### config.mk
export PLATFORM = sky130hd
export DESIGN_NAME = tablet_report_to_pointer_events_unit
export DESIGN_NICKNAME = d
export VERILOG_FILES = /design/src/design/trp_pkg.sv /design/src/design/trp_lane.sv /design/src/design/trp_dp.sv /design/src/design/trp_ctrl.sv /design/src/design/tablet_report_to_pointer_events_unit.sv
export SDC_FILE = /design/constraint.sdc
export NUM_CORES = 2
export LEC_CHECK = 0
export ABC_AREA = 1
export BUFFER_PORTS_ARGS = -buffer_cell sky130_fd_sc_hd__buf_2
export CELL_PAD_IN_SITES_DETAIL_PLACEMENT = 0
export CELL_PAD_IN_SITES_GLOBAL_PLACEMENT = 2
export CORE_MARGIN = 10
export CORE_UTILIZATION = 43
export CTS_CLUSTER_SIZE = 10
export DETAILED_ROUTE_END_ITERATION = 12
export PLACE_DENSITY = 0.86
export SLEW_MARGIN = 20
export SYNTH_ARGS = -nofsm -noshare
export SYNTH_HDL_FRONTEND = slang
export SYNTH_HIERARCHICAL = 1
export SYNTH_SLANG_ARGS = --single-unit
export TNS_END_PERCENT = 1
### constraint.sdc
create_clock -name clk -period 17.47 [get_ports clk]
set_input_delay 1.747 -clock clk [delete_from_list [all_inputs] [get_ports clk]]
set_output_delay 1.747 -clock clk [all_outputs]
set_load 0.1 [all_outputs]
### src/design/trp_pkg.sv
// Shared types and constants for the tablet report to pointer events unit.
// Holds the controller/datapath command and status structs and result codes.
// No dependencies.
`default_nettype none

package trp_pkg;

	localparam int RAW_W      = 17;
	localparam int COORD_W    = 12;
	localparam int SCALE_W    = 16;
	localparam int CODE_W     = 8;
	localparam int CFG_IDX_W  = 3;
	localparam int CFG_DATA_W = 17;

	// Restoring divider step counts: 65536 / scale, then the low quotient bits.
	localparam int RCP_STEPS = 17;
	localparam int QUO_STEPS = COORD_W;
	localparam int CNT_W     = 5;

	// Result kinds
	localparam logic [1:0] KIND_POS = 2'd0;
	localparam logic [1:0] KIND_BTN = 2'd1;
	localparam logic [1:0] KIND_ERR = 2'd2;

	// Configuration register indexes
	localparam logic [CFG_IDX_W-1:0] REG_X_SCALE   = 3'd0;
	localparam logic [CFG_IDX_W-1:0] REG_Y_SCALE   = 3'd1;
	localparam logic [CFG_IDX_W-1:0] REG_X_OFFSET  = 3'd2;
	localparam logic [CFG_IDX_W-1:0] REG_Y_OFFSET  = 3'd3;
	localparam logic [CFG_IDX_W-1:0] REG_SCR_X_MAX = 3'd4;
	localparam logic [CFG_IDX_W-1:0] REG_SCR_Y_MAX = 3'd5;
	localparam logic [CFG_IDX_W-1:0] REG_BTN_ORDER = 3'd6;

	typedef enum logic [2:0] {
		OP_NONE,
		OP_LOAD,
		OP_MUL,
		OP_RCP,
		OP_CHK,
		OP_QUO
	} lane_op_t;

	typedef struct packed {
		lane_op_t   op;
		logic       res_load;
		logic [1:0] res_kind;
		logic [1:0] res_which;
		logic       res_last;
		logic       commit;
	} trp_cmd_t;

	typedef struct packed {
		logic       disabled;
		logic       mapped;
		logic       hb;
		logic       bad;
		logic [2:0] diff;
	} trp_status_t;

endpackage

`default_nettype wire

### src/design/trp_lane.sv
// One coordinate lane: offset, screen-maximum multiply, reciprocal and quotient division.
// Sequenced by lane_op_t commands; depends on trp_pkg.
`default_nettype none

module trp_lane import trp_pkg::*; (
	input  wire                       clk,
	input  wire lane_op_t             op,
	input  wire logic signed [RAW_W-1:0] raw,
	input  wire logic                 map_en,
	input  wire logic                 zero_above,
	input  wire logic [SCALE_W-1:0]   scale,
	input  wire logic signed [RAW_W-1:0] offset,
	input  wire logic [COORD_W-1:0]   smax,
	output logic [COORD_W-1:0]        coord
);

	logic signed [RAW_W-1:0] v_q;
	logic                    map_q;
	logic signed [30:0]      num_q;
	logic [16:0]             rem_q;
	logic [16:0]             dvd_q;
	logic [16:0]             rcp_q;
	logic [COORD_W-1:0]      quo_q;
	logic                    neg_q;
	logic                    sat_q;

	logic signed [RAW_W:0]   dif;
	logic signed [COORD_W:0] smax_s;
	logic signed [30:0]      prod;
	logic [16:0]             scale_eff;
	logic [16:0]             dsor;
	logic [17:0]             trial;
	logic                    ge;
	logic [17:0]             trial_nx;
	logic [16:0]             top_bits;

	assign dif    = 18'(v_q) - 18'(offset);
	assign smax_s = $signed({1'b0, smax});
	assign prod   = 31'(dif) * 31'(smax_s);

	// A zero scale acts as one
	assign scale_eff = (scale == '0) ? 17'd1 : {1'b0, scale};
	assign dsor      = (op == OP_RCP) ? scale_eff : rcp_q;
	assign trial     = {rem_q, dvd_q[16]};
	assign ge        = trial >= {1'b0, dsor};
	assign trial_nx  = ge ? (trial - {1'b0, dsor}) : trial;
	assign top_bits  = num_q[28:12];

	always_ff @(posedge clk) begin
		case (op)
			OP_LOAD: begin
				v_q   <= raw;
				map_q <= map_en;
			end
			OP_MUL: begin
				num_q <= prod;
				rem_q <= '0;
				dvd_q <= 17'h10000;
				rcp_q <= '0;
			end
			OP_RCP: begin
				rem_q <= trial_nx[16:0];
				dvd_q <= {dvd_q[15:0], 1'b0};
				rcp_q <= {rcp_q[15:0], ge};
			end
			OP_CHK: begin
				// Quotient of 4096 or more clamps anyway; divide only the low bits
				neg_q <= num_q[30];
				sat_q <= top_bits >= rcp_q;
				rem_q <= top_bits;
				dvd_q <= {num_q[11:0], 5'b0};
				quo_q <= '0;
			end
			OP_QUO: begin
				rem_q <= trial_nx[16:0];
				dvd_q <= {dvd_q[15:0], 1'b0};
				quo_q <= {quo_q[COORD_W-2:0], ge};
			end
			default: begin
			end
		endcase
	end

	always_comb begin
		if (map_q) begin
			if (neg_q)
				coord = '0;
			else if (sat_q || (quo_q > smax))
				coord = smax;
			else
				coord = quo_q;
		end else begin
			if (v_q < 0)
				coord = '0;
			else if (v_q > $signed({5'b0, smax}))
				coord = zero_above ? '0 : smax;
			else
				coord = v_q[COORD_W-1:0];
		end
	end

endmodule

`default_nettype wire

### src/design/trp_dp.sv
// Datapath: configuration registers, item and button state, two coordinate
// lanes and the result registers. Depends on trp_pkg and trp_lane.
`default_nettype none

module trp_dp import trp_pkg::*; (
	input  wire                          clk,
	input  wire                          arst_n,
	input  wire                          cfg_we,
	input  wire logic [CFG_IDX_W-1:0]    cfg_idx,
	input  wire logic [CFG_DATA_W-1:0]   cfg_data,
	input  wire                          has_buttons,
	input  wire logic [CODE_W-1:0]       button_code,
	input  wire logic signed [RAW_W-1:0] x_raw,
	input  wire logic signed [RAW_W-1:0] y_raw,
	input  wire trp_cmd_t                cmd,
	output trp_status_t                  st,
	output logic [1:0]                   kind,
	output logic [COORD_W-1:0]           cursor_x,
	output logic [COORD_W-1:0]           cursor_y,
	output logic [1:0]                   which_button,
	output logic                         pressed,
	output logic                         last
);

	localparam logic [1:0] ORD_LMR_124 = 2'd0;
	localparam logic [1:0] ORD_LMR_421 = 2'd1;
	localparam logic [1:0] ORD_LMR_842 = 2'd2;

	logic [SCALE_W-1:0]          x_scale_q, y_scale_q;
	logic signed [RAW_W-1:0]     x_off_q, y_off_q;
	logic [COORD_W-1:0]          sx_max_q, sy_max_q;
	logic [1:0]                  order_q;

	logic                        hb_q;
	logic [CODE_W-1:0]           code_q;
	logic [2:0]                  held_q;
	logic                        dis_q;

	logic [1:0]                  kind_q;
	logic [COORD_W-1:0]          cx_q, cy_q;
	logic [1:0]                  which_q;
	logic                        pressed_q;
	logic                        last_q;

	logic [COORD_W-1:0]          x_coord, y_coord;
	logic [3:0]                  lb, mb, rb;
	logic [CODE_W-1:0]           code_c;
	logic [2:0]                  want;

	always_ff @(posedge clk or negedge arst_n) begin
		if (!arst_n) begin
			x_scale_q <= 16'd1;
			y_scale_q <= 16'd1;
			x_off_q   <= 17'sd8;
			y_off_q   <= 17'sd8;
			sx_max_q  <= 12'd511;
			sy_max_q  <= 12'd482;
			order_q   <= 2'd3;
		end else if (cfg_we) begin
			case (cfg_idx)
				REG_X_SCALE:   x_scale_q <= cfg_data[SCALE_W-1:0];
				REG_Y_SCALE:   y_scale_q <= cfg_data[SCALE_W-1:0];
				REG_X_OFFSET:  x_off_q   <= $signed(cfg_data);
				REG_Y_OFFSET:  y_off_q   <= $signed(cfg_data);
				REG_SCR_X_MAX: sx_max_q  <= cfg_data[COORD_W-1:0];
				REG_SCR_Y_MAX: sy_max_q  <= cfg_data[COORD_W-1:0];
				REG_BTN_ORDER: order_q   <= cfg_data[1:0];
				default: begin
				end
			endcase
		end
	end

	trp_lane u_lane_x (
		.clk        (clk),
		.op         (cmd.op),
		.raw        (x_raw),
		.map_en     (has_buttons & button_code[4]),
		.zero_above (1'b0),
		.scale      (x_scale_q),
		.offset     (x_off_q),
		.smax       (sx_max_q),
		.coord      (x_coord)
	);

	// y above the screen drops to 0 only for button reports in screen units
	trp_lane u_lane_y (
		.clk        (clk),
		.op         (cmd.op),
		.raw        (y_raw),
		.map_en     (has_buttons & button_code[4]),
		.zero_above (hb_q & ~code_q[4]),
		.scale      (y_scale_q),
		.offset     (y_off_q),
		.smax       (sy_max_q),
		.coord      (y_coord)
	);

	always_comb begin
		case (order_q)
			ORD_LMR_124: begin lb = 4'd1; mb = 4'd2; rb = 4'd4; end
			ORD_LMR_421: begin lb = 4'd4; mb = 4'd2; rb = 4'd1; end
			ORD_LMR_842: begin lb = 4'd8; mb = 4'd4; rb = 4'd2; end
			default:     begin lb = 4'd2; mb = 4'd4; rb = 4'd8; end
		endcase
	end

	assign code_c  = code_q & ~8'h10;
	assign want[0] = |(code_c[3:0] & lb);
	assign want[1] = |(code_c[3:0] & mb);
	assign want[2] = |(code_c[3:0] & rb);

	assign st.disabled = dis_q;
	assign st.mapped   = hb_q & code_q[4];
	assign st.hb       = hb_q;
	assign st.bad      = |code_c[7:4];
	assign st.diff     = want ^ held_q;

	always_ff @(posedge clk or negedge arst_n) begin
		if (!arst_n) begin
			held_q <= '0;
			dis_q  <= 1'b0;
		end else if (cmd.commit && hb_q) begin
			if (st.bad)
				dis_q <= 1'b1;
			else
				held_q <= want;
		end
	end

	always_ff @(posedge clk) begin
		if (cmd.op == OP_LOAD) begin
			hb_q   <= has_buttons;
			code_q <= button_code;
		end
		if (cmd.res_load) begin
			kind_q  <= cmd.res_kind;
			which_q <= cmd.res_which;
			last_q  <= cmd.res_last;
			case (cmd.res_kind)
				KIND_POS: begin
					cx_q      <= x_coord;
					cy_q      <= y_coord;
					pressed_q <= 1'b0;
				end
				KIND_BTN: begin
					// held already carries the new button state
					cx_q      <= x_coord;
					cy_q      <= y_coord;
					pressed_q <= held_q[cmd.res_which];
				end
				default: begin
					cx_q      <= '0;
					cy_q      <= '0;
					pressed_q <= 1'b0;
				end
			endcase
		end
	end

	assign kind         = kind_q;
	assign cursor_x     = cx_q;
	assign cursor_y     = cy_q;
	assign which_button = which_q;
	assign pressed      = pressed_q;
	assign last         = last_q;

endmodule

`default_nettype wire

### src/design/trp_ctrl.sv
// Controller: sequences the lane divider steps and the emitted results.
// Depends on trp_pkg.
`default_nettype none

module trp_ctrl import trp_pkg::*; (
	input  wire              clk,
	input  wire              arst_n,
	input  wire              in_valid,
	output logic             in_stall,
	output logic             out_valid,
	input  wire              out_stall,
	input  wire trp_status_t st,
	output trp_cmd_t         cmd
);

	typedef enum logic [2:0] {
		S_IDLE,
		S_MUL,
		S_RCP,
		S_CHK,
		S_QUO,
		S_POS,
		S_OUT
	} state_t;

	state_t           state_q, state_nx;
	logic [CNT_W-1:0] cnt_q;
	logic [2:0]       pend_q;
	logic             err_q;

	logic [2:0]       pick;
	logic [1:0]       pick_idx;
	logic [2:0]       pos_pend;
	logic             pos_err;

	assign in_stall  = (state_q != S_IDLE);
	assign out_valid = (state_q == S_OUT);

	assign pick     = pend_q[0] ? 3'b001 : (pend_q[1] ? 3'b010 : 3'b100);
	assign pick_idx = pend_q[0] ? 2'd0 : (pend_q[1] ? 2'd1 : 2'd2);
	assign pos_err  = st.hb & st.bad;
	assign pos_pend = (st.hb & ~st.bad) ? st.diff : 3'b000;

	always_comb begin
		cmd          = '0;
		cmd.op       = OP_NONE;
		state_nx     = state_q;
		case (state_q)
			S_IDLE: begin
				if (in_valid) begin
					if (st.disabled) begin
						cmd.res_load = 1'b1;
						cmd.res_kind = KIND_ERR;
						cmd.res_last = 1'b1;
						state_nx     = S_OUT;
					end else begin
						cmd.op   = OP_LOAD;
						state_nx = S_MUL;
					end
				end
			end
			S_MUL: begin
				cmd.op   = OP_MUL;
				state_nx = st.mapped ? S_RCP : S_POS;
			end
			S_RCP: begin
				cmd.op = OP_RCP;
				if (cnt_q == '0)
					state_nx = S_CHK;
			end
			S_CHK: begin
				cmd.op   = OP_CHK;
				state_nx = S_QUO;
			end
			S_QUO: begin
				cmd.op = OP_QUO;
				if (cnt_q == '0)
					state_nx = S_POS;
			end
			S_POS: begin
				cmd.res_load = 1'b1;
				cmd.res_kind = KIND_POS;
				cmd.res_last = ~pos_err & (pos_pend == 3'b000);
				cmd.commit   = 1'b1;
				state_nx     = S_OUT;
			end
			S_OUT: begin
				if (!out_stall) begin
					if (err_q) begin
						cmd.res_load = 1'b1;
						cmd.res_kind = KIND_ERR;
						cmd.res_last = 1'b1;
					end else if (pend_q != 3'b000) begin
						cmd.res_load  = 1'b1;
						cmd.res_kind  = KIND_BTN;
						cmd.res_which = pick_idx;
						cmd.res_last  = ((pend_q & ~pick) == 3'b000);
					end else begin
						state_nx = S_IDLE;
					end
				end
			end
			default: state_nx = S_IDLE;
		endcase
	end

	always_ff @(posedge clk or negedge arst_n) begin
		if (!arst_n) begin
			state_q <= S_IDLE;
			cnt_q   <= '0;
			pend_q  <= '0;
			err_q   <= 1'b0;
		end else begin
			state_q <= state_nx;
			case (state_q)
				S_IDLE: begin
					pend_q <= '0;
					err_q  <= 1'b0;
				end
				S_MUL: cnt_q <= CNT_W'(RCP_STEPS - 1);
				S_RCP: begin
					if (cnt_q == '0)
						cnt_q <= CNT_W'(QUO_STEPS - 1);
					else
						cnt_q <= cnt_q - 1'b1;
				end
				S_QUO: cnt_q <= cnt_q - 1'b1;
				S_POS: begin
					pend_q <= pos_pend;
					err_q  <= pos_err;
				end
				S_OUT: begin
					// drop the event just handed over
					if (!out_stall) begin
						if (err_q)
							err_q <= 1'b0;
						else
							pend_q <= pend_q & ~pick;
					end
				end
				default: begin
				end
			endcase
		end
	end

endmodule

`default_nettype wire

### src/design/tablet_report_to_pointer_events_unit.sv
// Tablet report to pointer events: top level joining controller and datapath.
// An item is taken only when the block is idle. A plain report or a button
// report in screen units goes from load and multiply to its position result; a
// report in tablet units also runs the per-coordinate restoring divider (17 steps
// for 65536 / scale, 12 steps for the clamped quotient, x and y in parallel).
// Each result then stays up until taken, up to 4 per item, and the block is idle
// again in the cycle after the last one is taken. Once a bad button code is seen
// every later item yields a single error result on the cycle after it is taken.
`default_nettype none

module tablet_report_to_pointer_events_unit import trp_pkg::*; (
	input  wire                          clk,
	input  wire                          arst_n,
	input  wire                          cfg_we,
	input  wire logic [CFG_IDX_W-1:0]    cfg_idx,
	input  wire logic [CFG_DATA_W-1:0]   cfg_data,
	input  wire                          in_valid,
	output logic                         in_stall,
	input  wire                          has_buttons,
	input  wire logic [CODE_W-1:0]       button_code,
	input  wire logic signed [RAW_W-1:0] x_raw,
	input  wire logic signed [RAW_W-1:0] y_raw,
	output logic                         out_valid,
	input  wire                          out_stall,
	output logic [1:0]                   kind,
	output logic [COORD_W-1:0]           cursor_x,
	output logic [COORD_W-1:0]           cursor_y,
	output logic [1:0]                   which_button,
	output logic                         pressed,
	output logic                         last
);

	trp_cmd_t    cmd;
	trp_status_t st;

	trp_ctrl u_ctrl (
		.clk       (clk),
		.arst_n    (arst_n),
		.in_valid  (in_valid),
		.in_stall  (in_stall),
		.out_valid (out_valid),
		.out_stall (out_stall),
		.st        (st),
		.cmd       (cmd)
	);

	trp_dp u_dp (
		.clk          (clk),
		.arst_n       (arst_n),
		.cfg_we       (cfg_we),
		.cfg_idx      (cfg_idx),
		.cfg_data     (cfg_data),
		.has_buttons  (has_buttons),
		.button_code  (button_code),
		.x_raw        (x_raw),
		.y_raw        (y_raw),
		.cmd          (cmd),
		.st           (st),
		.kind         (kind),
		.cursor_x     (cursor_x),
		.cursor_y     (cursor_y),
		.which_button (which_button),
		.pressed      (pressed),
		.last         (last)
	);

`ifndef SYNTHESIS
	a_idle_no_result: assert property (@(posedge clk) disable iff (!arst_n)
		!in_stall |-> !out_valid)
		else $error("item taken while a result is still pending");

	a_disabled_error: assert property (@(posedge clk) disable iff (!arst_n)
		(in_valid && !in_stall && st.disabled) |=>
		(out_valid && kind == KIND_ERR && last))
		else $error("disabled block did not answer with a single error");

	a_disabled_sticky: assert property (@(posedge clk) disable iff (!arst_n)
		st.disabled |=> st.disabled)
		else $error("disabled flag cleared");

	a_error_blank: assert property (@(posedge clk) disable iff (!arst_n)
		(out_valid && kind == KIND_ERR) |->
		(cursor_x == '0 && cursor_y == '0 && which_button == '0 && !pressed))
		else $error("error result carries nonzero fields");
`endif

endmodule

`default_nettype wire

# After elaboration in Yosys (flattened, before gate mapping)
# Cells that the tools add are included.
# totals
reg_bits	374
latch_bits	0
ramBits	0
romBits	0
in_bits	68
output_inout_bits	32
wordCells	201
n_memories	0
# op_classes
n_addsub	5
mul	2
div_mod_pow	0
order_cmp	11
n_eq_ne	26
n_shift	0
muxes	66
n_bitwise	15
reduce_logical	38
# op_table
cell	n
one-hot mux 17 bit (3 select lines)	4
2-to-1 mux 12 bit	11
2-to-1 mux 17 bit	4
one-hot mux 17 bit (2 select lines)	2
multiplier 18 x 13 -> 31 bit	2
2-to-1 mux 3 bit	16
one-hot mux 12 bit (2 select lines)	2
greater-or-equal comparator 18 x 17 -> 1 bit	2
subtractor 17 x 17 -> 18 bit	2
greater-or-equal comparator 17 bit	2
greater-than comparator 17 x 13 -> 1 bit	2
less-than comparator 17 x 1 -> 1 bit (second input constant)	2
subtractor 17 bit	2
logical NOT 16 bit	2
2-to-1 mux 16 bit	2
equality test 3 bit (second input constant)	8
greater-than comparator 12 bit	2
one-hot mux 4 bit (3 select lines)	2
one-hot mux 3 bit (7 select lines)	1
AND reduction 2 bit	10
equality test 3 x 2 -> 1 bit (second input constant)	6
2-to-1 mux 6 bit	3
one-hot mux 3 bit (3 select lines)	2
one-hot mux 3 bit (5 select lines)	1
32 further kinds	71

# Logic depth before layout (Yosys ltp)
# logic_depth
depth_word	11
depth_mapped	34
ltp_nobuf	34

# Hierarchy
# The synthesis kept the hierarchy.
# modules_own_cells
module	n_inst	cells_each	area_per_inst_um2	seq_area_each_um2
trp_lane at u_dp.u_lane_y	1	2118	16564.6	3243.1
trp_lane at u_dp.u_lane_x	1	2120	16375.7	3243.1
trp_dp	1	499	5292.6	3598.5
trp_ctrl	1	145	994.7	300.3

# Worst setup path before layout
# Ideal clock, no wire load.
# synth_path
path_kind	flip-flop to flip-flop
startpoint	reg u_dp.u_lane_x.v_q[8]
endpoint	reg u_dp.u_lane_x.num_q[30] (data pin)
setup_ps	253
t_arrival_ps	5674
t_required_ps	17217
setup_slack_ps	11543
stages_incl_launch_ff	28
path_buffers	1
synth_period_minus_slack_ps	5927
cell_sequence	edfxtp_1 -> ha_1 -> nand2_1 -> inv_1 -> a21oi_1 -> nand2_1 -> nand2_1 -> nand3_1 -> nand2_1 -> buf_2 -> nand3_1 -> fa_1 -> fa_1 -> inv_1 -> fa_1 -> fa_1 -> inv_1 -> fa_1 -> inv_1 -> ha_1 -> a21oi_1 -> o21ai_0 -> nand2_1 -> o211ai_1 -> nor2_1 -> nand2_1 -> nand3_1 -> nand2_1
# synth_between
elab_chain_len	2
# synth_lines
element	line_no	text
start: declaration	trp_lane.sv:17	logic signed [RAW_W-1:0] v_q;
start signal: assignment	trp_lane.sv:52	v_q <= raw;
subtractor 17 x 17 -> 18 bit	trp_lane.sv:37	assign dif = 18'(v_q) - 18'(offset);
multiplier 18 x 13 -> 31 bit	trp_lane.sv:39	assign prod = 31'(dif) * 31'(smax_s);
named net u_dp.u_lane_x.prod[30]	trp_lane.sv:29	logic signed [30:0] prod;
end signal: assignment	trp_lane.sv:56	num_q <= prod;
end: declaration	trp_lane.sv:19	logic signed [30:0] num_q;
# The timed path passes the listed nets, and every way through them passes these cells.
# A chain may end at the register's enable or synchronous reset.

# Final worst setup path
# layout_path
startpoint	reg u_dp.u_lane_x.v_q[12]
endpoint	reg u_dp.u_lane_x.num_q[30] (data pin)
# Same word-level chain as after synthesis.

==> flow_summary.yaml <==
grt:
  gr-total-overflow: 0
  gr-usage-met3: 0.04766
  grt_pass1_wl_um: 185700
  antenna_found_initial: 2
  gr-usage-all-layers: 0.2296
  grt_max_degree: 60
  gr-usage-met1: 0.3338
  grt_busiest_layer: "met2"
  met2_usage: 0.3522
  grt_pass1_vias: 31800
cts:
  post_cts_resized: 0
  holdBufCountCts: 0
  cts_tree: "built"
  htree_num_levels: 2
  path_clk_slew_ns: 0.06
  cts_root_buf: "clkbuf_16"
  cts_setup_buffers: 0
  clock_path_buffers: 3
  cts_made_buffers: 47
  clk_latency_ns: 0.64
  clock-sinks: 363
die:
  start_util: 0.4345
  rows: 110
  die_x_um: 322.0
  fp.dieH_um: 322.0
  core_area_um2: 90290
  die_area_um2: 103700
  pin_count: 100
drt:
  num_vias: 31510
  post_drt_wl_per_cell_um: 19.37
  drtAntennaViolNets: 0
  routed_wl_um: 119100
  drt_first_pass_iters: 6
  drc: 0
  viasPerCell: 5.126
  drt_iter0_markers: 2093
sta:
  finalSetupTns_ns: 0
  max_slew_margin: 0.2178
  worst_pin_slew_ns: 1.165
  timing.fmax_mhz: 141.8
  finalSetupViolCount: 0
  min_period_ns: 7.051
  rsz0062_at_grt: "false"
  fin_skew_ns: 0.04336
  hold_viol_final: 0
  post-route-period-util: 0.4036
  drv_slew: 0
synth:
  synth.most_common_cell: "inv_1"
  ys_async_sr_fraction: 0.2975
  synth_flop_cell: "edfxtp_1"
  synth_nets: 5638
  syn_area_um2: 39230
  avgSynthCellArea_um2: 8.035
  synth_cell_types: 64
  synth_seq_cells: 363
  synthTopCellsByCount: "1064 x inv_1, 1062 x nand2_1, 426 x nor2_1"
  synth_top_cell_area_share: 0.2016
  synth_edf_count: 255
  yosysTopAreaCell: "fa_1"
  synth_area_leaders: "fa_1 20%, edfxtp_1 20%, inv_1 10%"
  syn_inst: 4882
  ys_warn_count: 6
  ys_seq_area_frac: 0.2647
critical_path:
  cp-end-kind: "register"
  cp_slowest_cell: "fa_1"
  r2r_slack_ns: 10.42
  critPathMaxStageDelay_ns: 0.70
  crit_type: "register to register"
  worstSetupStartpointType: "register"
  arrival_ns: 7.42
  cp_max_fo: 12
  worst_ep_required_time_ns: 17.83
worst_hold_path:
  hold_path_class: "register to register"
finish:
  syn_to_final_growth_pct: 7.661
  fillCellCount: 9157
  final_core_util: 0.4678
  drive_above_1_share: 0.07729
  nets: 5685
job:
  drv_cap: 0
place:
  port_buffers: 99
  gp_routability_congestion: 0.8997
  place_hpwl_um: 96020
outcome:
  status: "finished clean"
[cell type report]
cell class                 count  area [um^2]  area share
multi-input combinational   3302        24150      0.5718
sequential                   363        10390      0.2459
tap                         1176         1471     0.03484
clock inverter                12        131.4    0.003111
inverter                    1096         4116     0.09747
timing repair buffer         119        648.1     0.01535
antenna                        2        5.005   0.0001185
clock buffer                  76         1326     0.03140
[metal layers]
layer / part of all wire / vias up / routed length, um
met3: 0.072 / 95 / 8620
met5: 0.000059 / - / 7
met4: 0.016 / 2 / 1902
met2: 0.43 / 834 / 51370
met1: 0.48 / 15300 / 57170
li1: - / 15280 / -
[kinds of logic (layout without fill, tap and decap cells)]
group,after synthesis,in the layout,share of synthesized area
AND/OR/NAND/NOR,2116,2116,0.2377
buffers and inverters,1217,1303,0.1209
adder cells (fa/ha/maj),688,688,0.2950
AO/OA/AOI/OAI,407,407,0.06009
flip-flops,363,363,0.2647
XOR/XNOR,90,90,0.02143
other,1,3,0.00009560
[per-stage QoR]
step | hold slack [ns] | instance area (um^2) | setup slack, ns | instances
2_1_floorplan | 0.4003 | 39230 | 11.54 | 4882
3_5_place_dp | 0.4218 | 40760 | 10.46 | 6056
3_3_place_gp | 0.4057 | 40750 | 10.40 | 6056
6_report | 0.4424 | 42230 | 10.42 | 6146
4_1_cts | 0.4423 | 42220 | 10.45 | 6144
5_1_grt | 0.4521 | 42230 | 9.866 | 6144
[state kept, by name, indices dropped and copies added, names as in the netlist, 5 cells and up]
register             flops
u_ctrl/cnt_q             5
u_dp/code_q              8
u_dp/cursor_x           12
u_dp/cursor_y           12
u_dp/sx_max_q           12
u_dp/sy_max_q           12
u_dp/u_lane_x/dvd_q     12
u_dp/u_lane_x/num_q     30
u_dp/u_lane_x/quo_q     12
u_dp/u_lane_x/rcp_q     17
u_dp/u_lane_x/rem_q     17
u_dp/u_lane_x/v_q       17
u_dp/u_lane_y/dvd_q     12
u_dp/u_lane_y/num_q     30
u_dp/u_lane_y/quo_q     12
u_dp/u_lane_y/rcp_q     17
u_dp/u_lane_y/rem_q     17
u_dp/u_lane_y/v_q       17
u_dp/x_off_q            17
u_dp/x_scale_q          16
u_dp/y_off_q            17
u_dp/y_scale_q          16
[critical path, delay by kind of cell (launching register included)]
family                   cells  cell delay, ns
adder cells (fa/ha/maj)      7            3.68
AO/OA/AOI/OAI                3            0.53
AND/OR/NAND/NOR             11            1.67
flip-flops                   1            0.45
buffers and inverters        4            0.46
[path summary, 6_finish.rpt]
check                      cells after the start               startpoint                       to
max                                           25    u_dp/u_lane_x/v_q[12]  u_dp/u_lane_x/num_q[30]
min                                            0  u_dp/u_lane_y/num_q[30]      u_dp/u_lane_y/neg_q
max reg2reg                                   25    u_dp/u_lane_x/v_q[12]  u_dp/u_lane_x/num_q[30]
min reg2reg                                    0  u_dp/u_lane_y/num_q[30]      u_dp/u_lane_y/neg_q
max in group asynchronous                      2                   arst_n          u_dp/y_off_q[0]
min in group asynchronous                      1                   arst_n           u_dp/held_q[2]
[placed cells by master (no fill, tap or decap), types with 7 or more instances in the layout]
cell / instances
nor3_1: 21
ha_1: 293
o21ai_2: 20
buf_2: 98
nor4_1: 12
inv_1: 1064
nand3b_1: 13
nand3_1: 353
inv_2: 22
o21ai_0: 154
xor2_2: 7
xnor2_1: 34
a22o_1: 20
nand2_1: 1062
nor2_2: 16
clkinv_1: 10
dfrtp_1: 88
edfxtp_1: 255
clkbuf_1: 26
clkbuf_16: 48
dfstp_2: 20
nand4_1: 87
nand2_2: 44
nand3_2: 15
or2_2: 11
a21o_1: 7
xor2_1: 47
buf_4: 21
a21oi_1: 132
o21ai_1: 23
nor2_1: 423
or2_1: 18
nor2_4: 8
o21bai_1: 8
a21oi_2: 10
fa_1: 395
Power is left out: the tool's default activity adds up to more than one toggle a clock period on the data nets, which glitch-free logic cannot reach.
